==> src/rtl/core/zbr_pkg.sv <==
package zbr_pkg;

  // Buffer geometry
  localparam int BUF_WIDTH  = 320;
  localparam int BUF_HEIGHT = 200;
  localparam int NPIX       = BUF_WIDTH * BUF_HEIGHT;
  localparam int ADDR_W     = $clog2(NPIX);
  localparam int COL_W      = $clog2(BUF_WIDTH);
  localparam int ROW_W      = $clog2(BUF_HEIGHT);

  // Projection constants, Q0.16 scale and Q.12 distances
  localparam int SCALE_Q16 = 2949;
  localparam int DIST_Q12  = 22528;
  localparam int NEAR_Q12  = 410;

  // Screen divider widths
  localparam int NUM_W = 44;
  localparam int DEN_W = 29;
  localparam int CNT_W = $clog2(NUM_W);

  // Command queue
  localparam int FIFO_DEPTH = 4;
  localparam int FIFO_AW    = $clog2(FIFO_DEPTH);

  // Input item kinds
  localparam logic [1:0] KIND_CLR  = 2'd0;
  localparam logic [1:0] KIND_PLOT = 2'd1;
  localparam logic [1:0] KIND_READ = 2'd2;

  // Register indexes
  localparam logic [3:0] REG_FMT = 4'd0;
  localparam logic [3:0] REG_CY  = 4'd1;
  localparam logic [3:0] REG_SY  = 4'd2;
  localparam logic [3:0] REG_CP  = 4'd3;
  localparam logic [3:0] REG_SP  = 4'd4;
  localparam logic [3:0] REG_LX  = 4'd5;
  localparam logic [3:0] REG_LY  = 4'd6;
  localparam logic [3:0] REG_LZ  = 4'd7;

  // Background color channels
  localparam logic [7:0] BG_R = 8'h0D;
  localparam logic [7:0] BG_G = 8'h0A;
  localparam logic [7:0] BG_B = 8'h12;

  typedef enum logic [1:0] {
    CMD_NONE,
    CMD_CLR,
    CMD_PLOT,
    CMD_READ
  } cmd_op_t;

  typedef struct packed {
    cmd_op_t           op;
    logic [ADDR_W-1:0] addr;
    logic [15:0]       depth;
    logic [23:0]       color;
  } cmd_t;

  typedef struct packed {
    logic               fmt;
    logic signed [15:0] cos_yaw;
    logic signed [15:0] sin_yaw;
    logic signed [15:0] cos_pitch;
    logic signed [15:0] sin_pitch;
    logic signed [15:0] light_x;
    logic signed [15:0] light_y;
    logic signed [15:0] light_z;
  } cfg_t;

  function automatic logic [23:0] pack_color(input logic fmt, input logic [7:0] r,
                                             input logic [7:0] g, input logic [7:0] b);
    if (fmt) begin
      return {r, g, b};
    end
    return {b, g, r};
  endfunction

endpackage

==> src/rtl/core/zbr_fifo.sv <==
module zbr_fifo
  import zbr_pkg::*;
(
  input  logic clk,
  input  logic rst_n,
  input  logic push,
  input  cmd_t din,
  output logic full,
  input  logic pop,
  output cmd_t dout,
  output logic empty
);

  cmd_t               mem_r [FIFO_DEPTH];
  logic [FIFO_AW-1:0] wr_ptr_r, rd_ptr_r;
  logic [FIFO_AW:0]   count_r;

  assign full  = (count_r == (FIFO_AW+1)'(FIFO_DEPTH));
  assign empty = (count_r == '0);
  assign dout  = mem_r[rd_ptr_r];

  // pointer and fill tracking
  always_ff @(posedge clk) begin
    if (!rst_n) begin
      wr_ptr_r <= '0;
      rd_ptr_r <= '0;
      count_r  <= '0;
    end else begin
      if (push) begin
        wr_ptr_r <= FIFO_AW'(wr_ptr_r + 1'b1);
      end
      if (pop) begin
        rd_ptr_r <= FIFO_AW'(rd_ptr_r + 1'b1);
      end
      if (push && !pop) begin
        count_r <= (FIFO_AW+1)'(count_r + 1'b1);
      end else if (pop && !push) begin
        count_r <= (FIFO_AW+1)'(count_r - 1'b1);
      end
    end
  end

  always_ff @(posedge clk) begin
    if (push) begin
      mem_r[wr_ptr_r] <= din;
    end
  end

endmodule

==> config.mk <==
export PLATFORM = sky130hd
export DESIGN_NAME = zbr_fifo
export DESIGN_NICKNAME = d
export VERILOG_FILES = /design/src/rtl/core/zbr_pkg.sv /design/src/rtl/core/zbr_fifo.sv
export SDC_FILE = /design/constraint.sdc
export NUM_CORES = 1
export LEC_CHECK = 0
export BUFFER_PORTS_ARGS = -buffer_cell sky130_fd_sc_hd__buf_2
export CORE_AREA = 2 2 126 128
export CTS_BUF_LIST = sky130_fd_sc_hd__clkbuf_2
export CTS_CLUSTER_DIAMETER = 50
export DETAILED_ROUTE_END_ITERATION = 10
export DIE_AREA = 0 0 128 130
export PLACE_DENSITY_LB_ADDON = 0.2
export SKIP_CTS_REPAIR_TIMING = 1
export SLEW_MARGIN = 40
export SYNTH_ARGS = -nofsm -noshare
export SYNTH_HDL_FRONTEND = slang
export SYNTH_SLANG_ARGS = --single-unit
==> constraint.sdc <==
create_clock -name clk -period 3.4 [get_ports clk]
set_input_delay 0.51 -clock clk [delete_from_list [all_inputs] [get_ports clk]]
set_output_delay 0.51 -clock clk [all_outputs]
set_load 0.02 [all_outputs]
After elaboration in Yosys (flattened, before gate mapping)
Memory sizes are Yosys's and may differ from the RTL's. A register that Yosys moved wholly into a read port is not among the register bits.
Cells that the tools add are included.

word-level totals
  register bits = 7
  RAM bits = 232
  input port bits = 62
  output and inout port bits = 60
  word-level logic and storage cells = 21
  memories kept = 1

operators by class
  add/subtract/negate cells = 4
  equality and inequality tests = 1
  multiplexer cells = 6
  reduce and logical (&&, ||, !) cells = 6

memory list
  memory  words  bits a word  rd ports  clocked after memory_dff  wr ports  line            text
  mem_r   4      58           1         1                         1         zbr_fifo.sv:14  cmd_t mem_r [FIFO_DEPTH];

operator list
  kind                                                                 count
  3-bit two-way mux                                                    2
  2-bit by 1-bit adder with 2-bit output (second input constant)       2
  2-bit two-way mux                                                    2
  3-bit by 1-bit adder with 3-bit output (second input constant)       1
  3-bit equality test (second input constant)                          1
  3-bit zero test                                                      1
  3-bit by 1-bit subtractor with 3-bit output (second input constant)  1
  1-bit logical AND                                                    2
  1-bit zero test                                                      2
  1-bit two-way mux                                                    2
  2-bit nonzero test                                                   1

Logic depth before layout (Yosys ltp)
  word-level depth = 4
  depth in mapped cells = 7
  gate-level depth less buffers = 7

Worst setup path before layout
No wires, ideal clock.

  path type = register -> register
  start point = register wr_ptr_r[0]
  end point = memory mem_r[2][0] in the netlist's numbering, enable pin
  setup time = 0.422 ns
  data arrival time = 1.912 ns
  required time = 2.978 ns
  slack = 1.066 ns
  stages on the path, launching flop included = 4
  path buffers = 0
  period minus slack after synthesis = 2.334 ns
  cells stage by stage = dfxtp_1 -> inv_1 -> ha_1 -> and2_1

RTL lines
  element                   line            text
  start: declaration        zbr_fifo.sv:15  logic [FIFO_AW-1:0] wr_ptr_r, rd_ptr_r;
  start signal: assignment  zbr_fifo.sv:30  wr_ptr_r <= FIFO_AW'(wr_ptr_r + 1'b1);
  end: declaration          zbr_fifo.sv:14

No word-level cell before the write port.

==> results_dict.tcl <==
set metrics [dict create \
    status "finished clean" \
    clkTransAtPathRegs_ns 0.10 \
    start_util_pct 57.3 \
    gp_congestion 0.678 \
    synth_area_um2 8840 \
    wl_per_cell_um 19.5 \
    place_ws_ns 1.07 \
    hpwl_um 9100 \
    power.total_mw 5.96 \
    drc 0 \
    maxSlewHeadroom_pct 61.9 \
    cp_slowest_cell "dfxtp_4" \
    antenna_found_initial 1 \
    slowest_delay_ns 0.70 \
    ant_nets 0 \
    finalNetCount 648 \
    cp_max_fo 26 \
    numCtsBuffers 58 \
    io_buffers 121 \
    rr_startpoint "wr_ptr_r[1]$_SDFFE_PN0P_" \
    synth_most_common_cell "edfxtp_1" \
    numClockSinks 241 \
    synthFlopType "edfxtp_1" \
    rsz0062_at_grt "no" \
    yosysTopAreaCellShare_pct 78.8 \
    p_leak_nw 3.83 \
    wl_um 16000 \
    clock_latency_ns 0.80 \
    synthesis.nets 414 \
    drv_cap 0 \
    syn_area_per_cell_um2 25.5 \
    syn_to_final_growth_pct 22.3 \
    cts_max_level 2 \
    num_rows 46 \
    min_path_cells 3 \
    coreArea_um2 15400 \
    hold_viol_final 0 \
    cp-end-kind "primary output" \
    finalClockSkew_ns 0.0423 \
    worst_ir_drop_vdd_mv 0.305 \
    synth_cell_types 22 \
    cts-root-buf "clkbuf_2" \
    criticalPathCategory "register to primary output" \
    min_path_type "primary input to register" \
    grt_pass1_vias 4416 \
    drt_iter0_drc 286 \
    boundaryPins 122 \
    synthTopCellsByArea "edfxtp_1 (79%), mux4_2 (15%), dfxtp_1 (2.0%)" \
    routed_via_density 5.39 \
    synth-edff-count 232 \
    p_per_area_nw_per_um2 552 \
    reg2reg_to "mem_r[1][7]$_DFFE_PP_" \
    period_share_pct 90.2 \
    cp-start-kind "register" \
    maxSlewViolCount 0 \
    ys_ff_latch 241 \
    fin_cells 819 \
    die_h_um 130 \
    clockBufferDepth 3 \
    grt_pass1_wl_um 23100 \
    fmax_mhz 326 \
    hold_path_startpoint "pop" \
    reg2regPathDepth 4 \
    dp_cells 653 \
    cts_tree "yes" \
    final.setup.tns_ns 0 \
    cp.arrival_ns 2.56 \
    async_flop_share_pct 0 \
    ys_seq_area_share_pct 80.9 \
    worstPathCellList "buf_4, mux4_2, buf_2" \
    timing.final.ws_setup_ns 0.332 \
    synthTopCellsByCount "edfxtp_1 (232), mux4_2 (58), and2_1 (9), dfxtp_1 (9), ha_1 (5)" \
    grt.overflow.total 0 \
    dr.pass1.iters 4 \
    synthCells 346 \
    reg2reg_slack_ns 1.75 \
    num_vias 4413 \
    die_x_um 128 \
    grt_max_degree 40 \
    required_ns 2.89 \
    grt_util_all_layers_pct 18.7 \
    synth_top_cell_by_area "edfxtp_1" \
    setup_violations 0 \
    dieArea_um2 16600 \
    worstMarginPinSlew_ns 0.571 \
    min_period_ns 3.07 \
    drive_above_1_share_pct 44.9 \
    synth_warnings 0 \
]
logic make-up (layout without fill, tap and decap cells):
logic type / count (synthesis) / in the layout / share of synthesized area (%)
XOR/XNOR: 5 / 5 / 0.496
multiplexers: 60 / 60 / 15.0
other: 0 / 1 / 0
adder cells (fa/ha/maj): 6 / 6 / 0.934
flip-flops: 241 / 241 / 80.9
AND/OR/NAND/NOR: 15 / 15 / 1.03
buffers and inverters: 17 / 297 / 1.53
AO/OA/AOI/OAI: 2 / 2 / 0.142
sequential cells by signal, indices dropped and copies added (netlist names), named ones only:
signal,cells
rd_ptr_r,2
wr_ptr_r,2
mem_r,232
count_r,3
worst max path at each step:
stage,slack (ns),depth (start not counted),endpoint
2_1_floorplan,1.07,3,mem_r[2][0]$_DFFE_PP_
3_3_place_gp,1.07,3,dout[1]
3_5_place_dp,1.07,3,dout[49]
4_1_cts,0.16,3,dout[49]
5_1_grt,0.09,3,dout[3]
6_report,0.33,3,dout[49]
worst max-delay path: cells and delay by family (launching register included):
family / cells / cell delay, ns
flops: 1 / 0.70
buf+inv: 2 / 0.54
mux: 1 / 0.53
cells in the final DEF, fill, tap and decap left out, drive strengths merged, types with 3 or more instances in the layout:
cell type    netlist  routed
and2               9       9
buf               13     128
clkbuf             0      86
clkinv             0      19
dfxtp              9       9
dlygate4sd3        0      59
edfxtp           232     232
ha                 5       5
inv                4       5
mux4              58      58
xor2               3       3
layout make-up:
type	count	area, um2
antenna	1	2.50
clock buffer	86	430
clock inverter	20	77.6
fill	1016	4620
inverter	4	15.0
multi-input combinational	88	1570
sequential	241	7150
tap	192	240
timing repair buffer	187	1320
per-layer routing:
layer / track usage, % / vias to the layer above / routed length (um) / share of wire, %
li1: - / 1981 / - / -
met4: 7.43 / 0 / 246 / 1.5
met5: 0 / - / 0 / 0
met2: 29.6 / 150 / 7880 / 49
met1: 24.7 / 2256 / 6870 / 43
met3: 6.19 / 26 / 957 / 6.0
metrics by stage:
stage / instance area, um2 / utilization [%] / hold WS [ns]
floorplan: 8840 / - / 0.472
global placement: 9630 / 62.4 / 0.486
detailed placement: 9710 / 62.9 / 0.520
CTS: 10200 / 66.2 / -0.182
global route: 10800 / 70.1 / 0.0632
finish: 10800 / 70.1 / 0.134
report_power, final:
| group | internal (mW) | switching [mW] |
|---|---|---|
| clock network | 0.676 | 1.07 |
| logic | 0.344 | 0.406 |
| registers | 3.40 | 0.0643 |
(Power assumes the default switching activity.)
